==> src/pso_pkg.sv <==
// ----------------------------------------------------------------------------
// pso_pkg: shared definitions for the particle update block
// Widths, reset values, register indexes, item kinds and the sequencer
// states used by the particle update block and its helper modules.
// ----------------------------------------------------------------------------
package pso_pkg;

  // Default number of stored dimensions.
  localparam int DIMENSIONS_DEFAULT = 16;

  // Velocity limit is this multiple of the vmax_fraction register.
  localparam int VMAX_MULT = 3;

  // Stream payload widths.
  localparam int KIND_W     = 2;
  localparam int DIM_W      = 4;
  localparam int IN_DATA_W  = 168;
  localparam int OUT_DATA_W = 72;

  // Configuration port widths.
  localparam int CFG_IDX_W  = 2;
  localparam int CFG_DATA_W = 16;

  // Register indexes.
  localparam logic [CFG_IDX_W-1:0] CFG_MOMENTUM        = 2'd0;
  localparam logic [CFG_IDX_W-1:0] CFG_OWN_BEST_GAIN   = 2'd1;
  localparam logic [CFG_IDX_W-1:0] CFG_SWARM_BEST_GAIN = 2'd2;
  localparam logic [CFG_IDX_W-1:0] CFG_VMAX_FRACTION   = 2'd3;

  // Register reset values.
  localparam logic [CFG_DATA_W-1:0] MOMENTUM_RESET        = 16'd2867;
  localparam logic [CFG_DATA_W-1:0] OWN_BEST_GAIN_RESET   = 16'd6144;
  localparam logic [CFG_DATA_W-1:0] SWARM_BEST_GAIN_RESET = 16'd6144;
  localparam logic [CFG_DATA_W-1:0] VMAX_FRACTION_RESET   = 16'd6554;

  // Best cost before any report: largest positive value.
  localparam logic signed [31:0] BEST_COST_RESET = 32'sh7FFF_FFFF;

  // Shared multiplier operand and product widths.
  localparam int MUL_A_W = 33;
  localparam int MUL_B_W = 21;
  localparam int MUL_P_W = MUL_A_W + MUL_B_W;

  // Item kinds carried on tuser.
  typedef enum logic [KIND_W-1:0] {
    KIND_LOAD = 2'd0,
    KIND_COST = 2'd1,
    KIND_STEP = 2'd2
  } kind_t;

  // Sequencer states.
  typedef enum logic [3:0] {
    S_IDLE,
    S_READ,
    S_FETCH,
    S_MV,
    S_G1,
    S_T1,
    S_G2,
    S_T2,
    S_SUM,
    S_CLAMP,
    S_WRITE,
    S_DONE
  } state_t;

endpackage

==> src/pso_mul.sv <==
// ----------------------------------------------------------------------------
// pso_mul: shared signed multiplier
// Signed 33 by 21 bit multiply with a registered product; every product of
// the velocity update goes through this one unit in turn.
// ----------------------------------------------------------------------------
module pso_mul (
  input  logic                                clk,
  input  logic signed [pso_pkg::MUL_A_W-1:0]  a,
  input  logic signed [pso_pkg::MUL_B_W-1:0]  b,
  output logic signed [pso_pkg::MUL_P_W-1:0]  p
);

  // Full-width signed product, registered.
  always_ff @(posedge clk) begin
    p <= pso_pkg::MUL_P_W'(a) * pso_pkg::MUL_P_W'(b);
  end

endmodule

==> config.mk <==
export PLATFORM = sky130hd
export DESIGN_NAME = pso_mul
export DESIGN_NICKNAME = d
export VERILOG_FILES = /design/src/pso_pkg.sv /design/src/pso_mul.sv
export SDC_FILE = /design/constraint.sdc
export NUM_CORES = 2
export LEC_CHECK = 0
export ABC_AREA = 1
export BUFFER_PORTS_ARGS = -buffer_cell sky130_fd_sc_hd__buf_4
export CORE_ASPECT_RATIO = 0.7
export CORE_MARGIN = 3
export CORE_UTILIZATION = 60
export CTS_CLUSTER_SIZE = 30
export DETAILED_ROUTE_END_ITERATION = 10
export GPL_ROUTABILITY_DRIVEN = 0
export MAX_ROUTING_LAYER = met4
export PLACE_DENSITY = 0.75
export SLEW_MARGIN = 20
export SYNTH_ARGS = -nofsm -noshare
export SYNTH_HDL_FRONTEND = slang
export SYNTH_SLANG_ARGS = --single-unit
==> constraint.sdc <==
create_clock -name clk -period 7.6 [get_ports clk]
set_input_delay 0.76 -clock clk [delete_from_list [all_inputs] [get_ports clk]]
set_output_delay 0.76 -clock clk [all_outputs]
set_load 0.02 [all_outputs]
* Yosys cells after proc, flatten, opt, wreduce, memory -nomap -nowiden
Index checks and enable logic that the tools add are counted. Widths: inputs -> output; s select.
Word-level totals: output and inout bits 54, register bits after elaboration 54
Cells by class: $mul 1
Operators with widths (number):
- $mul 33x21->54 | 1

* Longest topological paths before layout
depth in word-level cells 1, gate-level depth with buffers 30

* Least setup slack after synthesis
Ideal clock, no wire load.
kind input to register, from input b[3] (netlist bit), to register p[53] (netlist bit), buffers on the path 2, cell stages on the path 26, setup slack 0.879 ns, arrival time 6.608 ns, path through clkbuf_1 > clkbuf_1 > nand2_1 > inv_1 > fa_1 > inv_1 > fa_1 > inv_1 > fa_1 > inv_1 > fa_1 > inv_1 > fa_1 > inv_1 > fa_1 > fa_1 > inv_1 > ha_1 > nand2_1 > nor2_2 > nand2_2 > nor2_2 > and2_1 > nand2_2 > nand3_1 > nand2_1
Between the ends: word-level cells in the longest chain between the ends 1
Ends and longest elaborated chain:
- from (decl) | RTL line pso_mul.sv:9 | input logic signed [pso_pkg::MUL_B_W-1:0] b,
- $mul 33x21->54 | RTL line pso_mul.sv:15 | p <= pso_pkg::MUL_P_W'(a) * pso_pkg::MUL_P_W'(b);
- to (signal assigned) | RTL line pso_mul.sv:15
- to (decl) | RTL line pso_mul.sv:10 | output logic signed [pso_pkg::MUL_P_W-1:0] p
Every way passes these cells.

* Worst setup path after layout
from input a[32] (netlist bit), to register p[52] (netlist bit)
Between the ends: word-level cells in the longest chain between the ends 1
Ends and longest elaborated chain:
- from (decl) | RTL line pso_mul.sv:8 | input logic signed [pso_pkg::MUL_A_W-1:0] a,
- $mul 33x21->54 | RTL line pso_mul.sv:15
Every way passes these cells.

==> flow_summary_export.csv <==
group,metric,value,unit
logic_synthesis,synth.top_cells.by_area,"fa_1, inv_1, nand2_1",
logic_synthesis,synth_edf_count,0,
clock_tree,cts_resized,0,
logic_synthesis,synth_common_cells,"inv_1, nand2_1, fa_1",
routing,vias,21400,
clock_tree,cts_inserted_buffers,5,
die,core,45300,µm²
die,dieArea,48800,µm²
timing,drv_slew,0,
clock_tree,cts_hold_buffers,0,
logic_synthesis,synth_warnings,0,
min_path,hp-start,"a[1]",
timing,period_share,0.876,
min_path,hold_depth,4,
layout,drive_above_1_share,0.0560,
timing,tightest_slew,0.737,ns
timing,slew_headroom,0.508,
layout,regMostFlops,"p",
routing,met1_length,30700,µm
routing,wl_per_cell,16.4,µm
clock_tree,clockBufferDepth,2,
logic_synthesis,ys.flop_type,"dfxtp_1",
die,num_rows,65,
flow_run,cap_violations,0,
layout,top_regs,"p (54)",
layout,nets,4538,
clock_tree,cts_tree,"done",
routing,via_per_inst,5.01,
layout,nFillCells,3994,
timing,hold_viol_final,0,
routing,dr.pass1.iters,8,
clock_tree,post_cts_buffers,0,
routing,drtIter0Drc,1806,
logic_synthesis,syn_inst,3681,
logic_synthesis,yosysSeqAreaShare,0.0390,
clock_tree,numClockSinks,54,
die,die_w,263,µm
global_route,grt_max_degree,34,
global_route,grt_pass1_vias,22600,
die,fp.dieH,186,µm
place,dp_hpwl,59700,µm
timing,tns,0,ns
global_route,grt_pass1_wl,118000,µm
clock_tree,path_clk_slew,0.08,ns
worst_setup_path,crit_type,"primary input to register",
logic_synthesis,mappedNetlistArea,27700,µm²
logic_synthesis,synth_cell_type_count,33,
routing,wl_met3,6080,µm
place,io_buffers,108,
min_path,hp-class,"primary input to register",
timing,fmax,0.150,GHz
worst_setup_path,end_kind,"register",
logic_synthesis,postSynthRegisterBits,54,
layout,largest_reg_flops,54,
routing,top_layer,"met4",
run_status,outcome,"finished clean",
logic_synthesis,synth_top_area_share,0.497,
worst_setup_path,cp.required,7.81,ns
global_route,antenna_found_initial,2,
timing,rsz0062_at_grt,"no",
global_route,overflow,0,
clock_tree,htree_levels,2,
routing,drt-total-wl,70100,µm
logic_synthesis,async_flop_share,0,
routing,dr_wl_met2,32000,µm
die,io_pins,109,
clock_tree,cts_root_buffer,"clkbuf_16",
logic_synthesis,yosysTopAreaCell,"fa_1",
worst_setup_path,cp_max_fo,21,
min_path,hold_end,"p[1]$_DFF_P_",
global_route,grt_usage,0.315,
worst_setup_path,critPathLaunchType,"primary input",
die,start_util,0.611,
worst_setup_path,arrival,6.86,ns
logic_synthesis,synth.most_common_cell,"inv_1",
logic_synthesis,syn_nets,4558,
routing,antenna_left,0,
layout,syn2layout_area_growth,4.62,%
timing,min_period,6.66,ns
routing,drc,0,
logic_synthesis,syn-mean-instance-area,7.52,µm²
timing,finalSetupViolCount,0,
[final cells by class]
cell class                      count  area [µm²]  share of cell area
Multi-Input combinational cell   2198       21200               0.733
Antenna cell                        1        2.50           0.0000864
Tap cell                          603         754              0.0260
Clock inverter                      3        28.8            0.000993
Inverter                         1280        4800               0.166
Sequential cell                    54        1080              0.0373
Clock buffer                        5         125             0.00432
Timing Repair Buffer              122         928              0.0320
[kinds of logic (layout without fill, tap and decap cells)]
group                    count (synthesis)  in the layout  share of synthesized area
buffers and inverters                 1429           1410                      0.194
other                                    0              1                          0
flip-flops                              54             54                     0.0390
AND/OR/NAND/NOR                       1277           1277                      0.186
XOR/XNOR                                36             36                     0.0114
AO/OA/AOI/OAI                           63             63                     0.0123
adder cells (fa/ha/maj)                822            822                      0.558
[cell usage in the layout, fill, tap and decap left out, types with 2 or more instances in the layout]
cell type,netlist,layout
xnor2_1,12,12
clkinv_4,0,2
inv_2,7,7
and2_1,3,3
clkbuf_16,0,5
nand4_1,20,20
nand2_2,22,22
o21bai_1,6,6
fa_1,687,687
dfxtp_1,54,54
nor2_4,3,3
o21ai_0,10,10
a21oi_1,41,41
nor2_1,88,88
nand3_2,7,7
inv_1,1272,1272
a21oi_2,2,2
o21ai_1,2,2
nand3_1,43,43
nand2_1,1051,1051
nor2_2,22,22
or2_2,6,6
buf_4,0,121
nor3_1,2,2
xor2_1,24,24
ha_1,135,135
nor3_2,6,6
[critical path, cell delays in order]
cell,delay [ns]
buf_4,0.24
nand2_1,0.18
fa_1,0.72
inv_1,0.14
fa_1,0.82
inv_1,0.11
fa_1,0.45
fa_1,0.54
inv_1,0.05
fa_1,0.52
inv_1,0.05
fa_1,0.48
inv_1,0.06
fa_1,0.46
ha_1,0.40
nand2_2,0.11
inv_1,0.08
nand2_1,0.08
nor3_1,0.20
nand2_1,0.10
nor2_1,0.09
nand2_1,0.08
nand4_1,0.09
nand2_1,0.05
[per-stage QoR]
stage                     instance area [µm²]  worst slack [ns]  std cells  utilization  hold WS [ns]
final                                   29000             0.941       4266        0.640          1.07
after global routing                    29000             0.471       4266        0.640          1.10
after CTS                               29000             0.940       4265        0.639          1.05
after detailed placement                28800             0.638       4257        0.636          1.17
after global placement                  28800             0.702       4257        0.636          1.17
after floorplan                         27700             0.879       3681            -          1.02
[routing by layer]
layer  GRT usage  up-vias
met2       0.504      880
met1       0.441    10500
met3      0.0419       90
met5           -        -
met4      0.0587        0
li1            -     9907
[how the worst max path moves through the flow]
stage | startpoint | endpoint | slack, ns
after global placement | a[32] | p[52]$_DFF_P_ | 0.70
after detailed placement | a[32] | p[52]$_DFF_P_ | 0.64
after global routing | a[32] | p[52]$_DFF_P_ | 0.47
after CTS | a[32] | p[52]$_DFF_P_ | 0.94
final | a[32] | p[52]$_DFF_P_ | 0.94
after floorplan | b[3] | p[53]$_DFF_P_ | 0.88
Power is left out: the tool's default activity adds up to more than one toggle a clock period on the data nets, which glitch-free logic cannot reach.
