--- src/pso_ram.sv ---
// ----------------------------------------------------------------------------
// pso_ram: generic single-write, single-read RAM
// One write port and one read port with a registered read data output.
// ----------------------------------------------------------------------------
module pso_ram #(
  parameter int WIDTH = 32,
  parameter int DEPTH = 16,
  localparam int ADDR_W = (DEPTH > 1) ? $clog2(DEPTH) : 1
) (
  input  logic              clk,
  input  logic              we,
  input  logic [ADDR_W-1:0] waddr,
  input  logic [WIDTH-1:0]  wdata,
  input  logic [ADDR_W-1:0] raddr,
  output logic [WIDTH-1:0]  rdata
);

  logic [WIDTH-1:0] mem [DEPTH];

  // Write port.
  always_ff @(posedge clk) begin
    if (we) begin
      mem[waddr] <= wdata;
    end
  end

  // Registered read port.
  always_ff @(posedge clk) begin
    rdata <= mem[raddr];
  end

endmodule

--- config.mk ---
export PLATFORM = sky130hd
export DESIGN_NAME = pso_ram
export DESIGN_NICKNAME = d
export VERILOG_FILES = /design/src/pso_ram.sv
export SDC_FILE = /design/constraint.sdc
export NUM_CORES = 1
export LEC_CHECK = 0
export BUFFER_PORTS_ARGS = -buffer_cell sky130_fd_sc_hd__buf_2
export CAP_MARGIN = 20
export CORE_ASPECT_RATIO = 1.1
export CORE_MARGIN = 2
export CORE_UTILIZATION = 55
export CTS_CLUSTER_DIAMETER = 120
export CTS_CLUSTER_SIZE = 10
export DETAILED_ROUTE_END_ITERATION = 8
export GPL_ROUTABILITY_DRIVEN = 0
export GPL_TIMING_DRIVEN = 0
export PLACE_DENSITY = 0.74
export REMOVE_ABC_BUFFERS = 1
export SETUP_SLACK_MARGIN = 0.02
export SLEW_MARGIN = 25
export SYNTH_ARGS = -nofsm -noshare
export SYNTH_HDL_FRONTEND = slang
export SYNTH_SLANG_ARGS = --single-unit
--- constraint.sdc ---
create_clock -name clk -period 4.2 [get_ports clk]
set_clock_uncertainty 0.1 [all_clocks]
set_input_delay 0.63 -clock clk [delete_from_list [all_inputs] [get_ports clk]]
set_output_delay 0.63 -clock clk [all_outputs]
set_load 0.01 [all_outputs]
# Yosys cells after proc, flatten, opt, wreduce, memory -nomap -nowiden
# Memory sizes are Yosys's and may differ from the RTL's. A register that Yosys moved wholly into a read port is not among the register bits.
# Index checks and enable logic that the tools add are counted.
[totals] mem_bits_rw=512 memories=1 rom_bits=0 word_cells=3 output_inout_bits=32 register_bits=0 latch_bits=0
[op_classes] multipliers=0 n_shift=0 bitwise_logic=0 muxes=2 n_lt_le_gt_ge=0 add_sub_neg=0 reduce_logical=0 n_div=0 n_eq_ne=0
[mem_list] name="mem" depth=16 word_bits=32 rd=1 rd_clocked_by_memory_dff=1 wr=1 line="18" source="logic [WIDTH-1:0] mem [DEPTH];"
[ops] cell="$mux W1" count=2

# Longest topological paths before layout
# Gate-level depths: netlist of run 1.
[logic_depth] depth_word=2 depth_mapped=5 mapped_depth_nobuf=3

# Worst setup path before layout of run 1
# Ideal clock, no wire load.
[synth_path] path_kind="input-to-reg" start="in waddr[2]" end="mem mem[0][0], enable pin" slack_ns=0.290 required_time_ns=3.639 setup_ns=0.461 t_arrival_ns=3.348 path_stages=2 cell_sequence="or3b_2 > nor3_1"
[synth_rtl] item="from (decl)" line="12" source="input logic [ADDR_W-1:0] waddr,"
[synth_rtl] item="to (decl)" line="18"
# No word-level cell before the write port.

# Worst setup path in the final report of run 1
[layout_path] start="in waddr[2]" end="mem mem[8][26], enable pin"
# No word-level cell before the write port.

==> results of run 1 <==
[power breakdown]
| part | leakage [nW] | internal [mW] | switching [mW] | total, mW |
|---|---|---|---|---|
| combinational | 1.88 | 0.248 | 0.316 | 0.563 |
| sequential | 4.89 | 6.07 | 0.0324 | 6.10 |
| clock | 0.814 | 2.70 | 1.92 | 4.62 |
[layout make-up]
class,count,area share (%)
flip-flops and latches,544,68.4
clock buffers,110,7.30
repair buffers,123,5.69
multi-input cells,251,16.0
clock inverters,1,0.0374
well taps,481,2.57
[layer usage]
layer	GRT usage [%]	part of all wire, %	up-vias
met5	0	0.067	-
met4	6.72	2.5	4
met3	3.57	6.8	84
met2	35.7	50	386
met1	31.9	40	4900
li1	-	-	3867
[cell usage after synthesis, types with 4 or more instances]
library cell	n
sky130_fd_sc_hd__buf_1	9
sky130_fd_sc_hd__clkbuf_1	17
sky130_fd_sc_hd__buf_4	11
sky130_fd_sc_hd__nor2_1	13
sky130_fd_sc_hd__a22oi_1	64
sky130_fd_sc_hd__nor3_1	4
sky130_fd_sc_hd__mux4_2	128
sky130_fd_sc_hd__nand2_1	33
sky130_fd_sc_hd__dfxtp_1	32
sky130_fd_sc_hd__edfxtp_1	512
sky130_fd_sc_hd__buf_2	4
[state kept, by name (all words and copies together), names as in the netlist]
name	cells
rdata	32
mem	512
[logic make-up (layout without fill, tap and decap cells)]
kind of cell	after synthesis	in the layout	synth area share (%)
AOI/OAI and AO/OA	64	64	2.42
buffers and inverters	43	234	1.12
and+or+nand+nor	59	59	1.27
DFF	544	544	80.7
muxes	128	128	14.5
[worst paths after layout]
kind	slack (ps)	end	start
hold reg to reg	560	rdata[29]	mem[14][29]
setup reg to reg	2730	rdata[26]	mem[3][26]
hold / removal	330	mem[12][15]	wdata[15]
setup / recovery	2040	mem[8][26]	waddr[2]
==> results_dict.tcl, run 1 <==
set metrics [dict create \
    cts.hold.buffers_added 0 \
    total_power_mw 11.3 \
    fillers 2191 \
    fp.dieH_um 203 \
    die_area_um2 37600 \
    max-vdd-ir-drop_mv 0.341 \
    timing.final.hold_violations 0 \
    final_cell_mix "sky130_fd_sc_hd__edfxtp_1, sky130_fd_sc_hd__mux4_2, sky130_fd_sc_hd__buf_2" \
    asyncSetResetFlopFracSynth_pct 0 \
    p_per_area_nw_per_um2 482 \
    drv_cap 0 \
    first_pass_grt_wire_length_mm 59.8 \
    tritoncts "yes" \
    post_cts_setup_buffers 0 \
    power.static_leakage_nw 7.59 \
    cpLargestDelayFamily "simple AND/OR/NAND/NOR gates" \
    setup_total_negative_slack_ps 0 \
    synth_flop_cell "sky130_fd_sc_hd__edfxtp_1" \
    syn_warnings 0 \
    crit_path_end_kind "register" \
    area_growth_synth_to_finish_pct 18.0 \
    slew_headroom_pct 48.1 \
    maxClockFrequency_ghz 0.464 \
    syn_area_um2 19900 \
    worst-endpoint-arrival_ps 2320 \
    worst_r2r_path_depth 3 \
    placement.setup.worst_slack_ps 1450 \
    synth-seq-area-share_pct 80.7 \
    crit_slowest_cell "sky130_fd_sc_hd__nor3_2" \
    clock-root-buffer "sky130_fd_sc_hd__clkbuf_16" \
    layout.area.seq_um2 16000 \
    share_of_layout_cells_above_drive_strength_1_pct 32.5 \
    critPathLaunchType "input port" \
    number_of_synthesized_flops_with_an_enable_pin 512 \
    number_of_top_level_pins 74 \
    area_of_the_core_um2 35400 \
    postRouteAntennaNets 0 \
    grt_start_max_net_pins 80 \
    synth_top_area_cell "sky130_fd_sc_hd__edfxtp_1" \
    synthCells 838 \
    grt_pass1_vias 9537 \
    rsz0062_at_grt "false" \
    timing.critical_path.fanout_max 8 \
    most_frequent_standard_cell_in_the_layout_excluding_fill_and_tap_cells "sky130_fd_sc_hd__edfxtp_1" \
    maximum_clock_path_buffer_count 3 \
    post-route-period-util_pct 51.4 \
    min_delay_path_depth 1 \
    drt_first_pass_iters 5 \
    worstPathCellList "buf_2, nand3b_1, nor3_2, buf_4, buf_4" \
    tritoncts_num_sinks 544 \
    tightest_slew_ps 776 \
    htree_num_levels 2 \
    drt_drc_violations_left 0 \
    synth.ff_latch_count 544 \
    routed_wl_mm 40.0 \
    critPathMaxStageDelay_ps 670 \
    initial_utilization_pct 56.1 \
    critPathRequiredTime_ps 4370 \
    fp-row-count 72 \
    die_x_um 185 \
    yosys.cell_types.count 18 \
    finalSetupViolations 0 \
    antenna_found_initial 2 \
    finish.utilization_pct 66.1 \
    detail_route.wl_per_cell_um 26.5 \
    postCtsResizedCells 0 \
    timing_worst_setup_path_type "input port to register" \
    outcome "completed" \
    final.hold.worst_slack_ps 325 \
    io_buffers 73 \
    num_antenna_cells 0 \
    multi_input_combinational_cell_area_um2 3750 \
    avgViaCountPerCell 6.12 \
    grt_remaining_overflow 0 \
    drt_iter0_markers 975 \
    cell_area_after_placement_um2 21700 \
    synth.avg_cell_area_um2 23.7 \
    synth_top_cells_by_area "sky130_fd_sc_hd__edfxtp_1, sky130_fd_sc_hd__mux4_2, sky130_fd_sc_hd__dfxtp_1" \
    clk_transition_reported_paths_ps 50 \
    design_area_um2 23400 \
    dp_hpwl_mm 23.8 \
    synth.top_cell.area_share_pct 77.4 \
    crit_top_cell "sky130_fd_sc_hd__buf_4" \
    grt_use_total_pct 22.2 \
    hp-class "input port to register" \
    placed_cells_incl_taps 1399 \
    final-max-slew-violation-count 0 \
    detailroute.via_count 9241 \
    cts_inserted_buffers 60 \
    fin_nets 1022 \
    clock_latency_on_the_worst_skew_pair_ps 580 \
    fin_crit_ps 2160 \
    cp.buffers_inverters 3 \
    count_of_non_filler_cells_in_the_finished_layout 1510 \
    timing.critical_path.depth 5 \
    post-route-worst-setup-slack_ps 2040 \
]
(Power assumes the default switching activity.)
==> run 2, diff against run 1 <==
==> constraint.sdc (replaced) <==
create_clock -name clk -period 2.05 [get_ports clk]
set_clock_uncertainty 0.1 [all_clocks]
set_input_delay 0.3075 -clock clk [delete_from_list [all_inputs] [get_ports clk]]
set_output_delay 0.3075 -clock clk [all_outputs]
set_load 0.01 [all_outputs]
==> run 2 against run 1 <==
Against the previous run: non-clock buffer count increased by 32; total power increased by 110%; register-to-register slack got worse by 2100 ps; sequential share of layout area decreased by 0.93 points; first-iteration DRC count increased by 0.31%; clock power increased by 110%; setup slack got worse by 1800 ps; worst hold slack got worse by 180 ps; cell area increased by 1.4%; clock-buffer cell count unchanged; utilization increased by 0.91 points; sequential cell count unchanged; critical path type unchanged.
==> results_dict.tcl, run 2 (synthesis gave the netlist of run 1 again) <==
set metrics [dict create \
    outcome "completed" \
    drt_iter0_markers 978 \
    fp-row-count 72 \
    die_area_um2 37600 \
    slew_headroom_pct 47.6 \
    cts_inserted_buffers 60 \
    total_power_mw 23.2 \
    timing_worst_setup_path_type "input port to register" \
    cell_area_after_placement_um2 21700 \
    clock_latency_on_the_worst_skew_pair_ps 580 \
    crit_top_cell "sky130_fd_sc_hd__buf_4" \
    cp.buffers_inverters 3 \
    crit_path_end_kind "register" \
    worstPathCellList "buf_2, nand3b_1, nor3_2, buf_4, buf_4" \
    fin_nets 1054 \
    detailroute.via_count 9341 \
    clock_power_share_pct 40.9 \
    critPathMaxStageDelay_ps 670 \
    share_of_layout_cells_above_drive_strength_1_pct 31.5 \
    critPathLaunchType "input port" \
    p_seq_share_pct 53.9 \
    fillers 2172 \
    r2r_slack_ps 590 \
    dp_hpwl_mm 23.8 \
    critPathRequiredTime_ps 2220 \
    rsz0062_at_grt "false" \
    io_buffers 73 \
    power.combinational.fraction_pct 5.2 \
    drv_cap 0 \
    design_area_um2 23700 \
    die_x_um 185 \
    antenna_found_initial 1 \
    grt_pass1_vias 9620 \
    reg.largest.list "mem (512), rdata (32)" \
    first_pass_grt_wire_length_mm 59.9 \
    post_cts_setup_buffers 0 \
    post-route-period-util_pct 89.5 \
    area_of_the_core_um2 35400 \
    placed_cells_incl_taps 1399 \
    final-max-slew-violation-count 0 \
    largest_reg_flops 512 \
    cpLargestDelayFamily "simple AND/OR/NAND/NOR gates" \
    clk_transition_reported_paths_ps 60 \
    detail_route.wl_per_cell_um 26.1 \
    switching_share_pct 20.1 \
    routed_wl_mm 40.2 \
    initial_utilization_pct 56.1 \
    tritoncts "yes" \
    grt_start_max_net_pins 80 \
    drt_drc_violations_left 0 \
    number_of_top_level_pins 74 \
    power.static_leakage_nw 7.72 \
    power_switching_mw 4.66 \
    clock-root-buffer "sky130_fd_sc_hd__clkbuf_16" \
    maxClockFrequency_ghz 0.545 \
    post-route-worst-setup-slack_ps 215 \
    tritoncts_num_sinks 544 \
    grt_use_total_pct 22.2 \
    maximum_clock_path_buffer_count 3 \
    final_cell_mix "sky130_fd_sc_hd__edfxtp_1, sky130_fd_sc_hd__mux4_2, sky130_fd_sc_hd__buf_2" \
    area_growth_synth_to_finish_pct 19.6 \
    htree_num_levels 2 \
    max_flop_register "mem" \
    fin_crit_ps 1840 \
    finish.utilization_pct 67.1 \
    count_of_non_filler_cells_in_the_finished_layout 1543 \
    drt_first_pass_iters 5 \
    avgViaCountPerCell 6.05 \
    hp-class "input port to register" \
    max-vdd-ir-drop_mv 0.712 \
    most_frequent_standard_cell_in_the_layout_excluding_fill_and_tap_cells "sky130_fd_sc_hd__edfxtp_1" \
    placement.setup.worst_slack_ps -380 \
    grt_remaining_overflow 0 \
    tightest_slew_ps 785 \
    fp.dieH_um 203 \
    postRouteAntennaNets 0 \
    timing.final.hold_violations 0 \
    worst-endpoint-arrival_ps 2000 \
    timing.critical_path.fanout_max 8 \
    p_per_area_nw_per_um2 977 \
    finalSetupViolations 0 \
    power.internal_mw 18.5 \
    crit_slowest_cell "sky130_fd_sc_hd__nor3_2" \
]
-- run 2: power by group through the flow --
stage          Sequential [mW]  Combinational [mW]  Clock, mW
2_1_floorplan             12.8               0.478          0
5_1_grt                   12.5                1.30       10.1
4_1_cts                   12.5                1.22       9.63
3_3_place_gp              12.7                1.08          0
6_report                  12.5                1.21       9.48
3_5_place_dp              12.7                1.16          0
-- run 2: per-layer routing --
metal | vias up | GRT usage, % | wire length, µm
li1 | 3934 | - | -
met1 | 4933 | 32.2 | 16400
met2 | 408 | 35.7 | 20200
met3 | 66 | 3.41 | 2720
met4 | 0 | 6.77 | 894
met5 | - | 0 | 0
-- run 2: layout make-up --
class                   instances  area [µm²]  share of cell area [%]
flip-flops and latches        544       16000                    67.5
multi-input cells             251        3750                    15.8
clock buffers                 110        1710                    7.20
repair buffers                155        1650                    6.96
well taps                     481         602                    2.53
clock inverters                 1        8.76                  0.0369
diodes                          1        2.50                  0.0105
-- run 2: what timing repair did --
action / in CTS / in global routing
hold buffers: 32 / 0
hold endpoints to repair: 482 / 0
endpoints found under the setup margin: 0 / 0
gates resized for setup: 0 / 0
-- run 2: final timing paths --
check | start | endpoint | cells after the start
setup reg to reg | mem[3][26] | rdata[26] | 3
hold / removal | waddr[0] | mem[0][7] | 2
setup / recovery | waddr[2] | mem[8][26] | 5
hold reg to reg | mem[14][13] | rdata[13] | 3
-- run 2: per-stage QoR --
stage / hold WS [ps] / TNS (ps)
floorplan: 306 / -326970
global placement: 549 / -1475700
detailed placement: 551 / -43430
CTS: 94.2 / 0
global route: 113 / 0
finish: 141 / 0
-- run 2: worst register-to-register path: cells and delay by family, from the launching register on --
| family | cells | cell delay, ps |
|---|---|---|
| and+or+nand+nor | 1 | 80 |
| DFF | 1 | 370 |
| muxes | 1 | 500 |
| AOI/OAI and AO/OA | 1 | 290 |
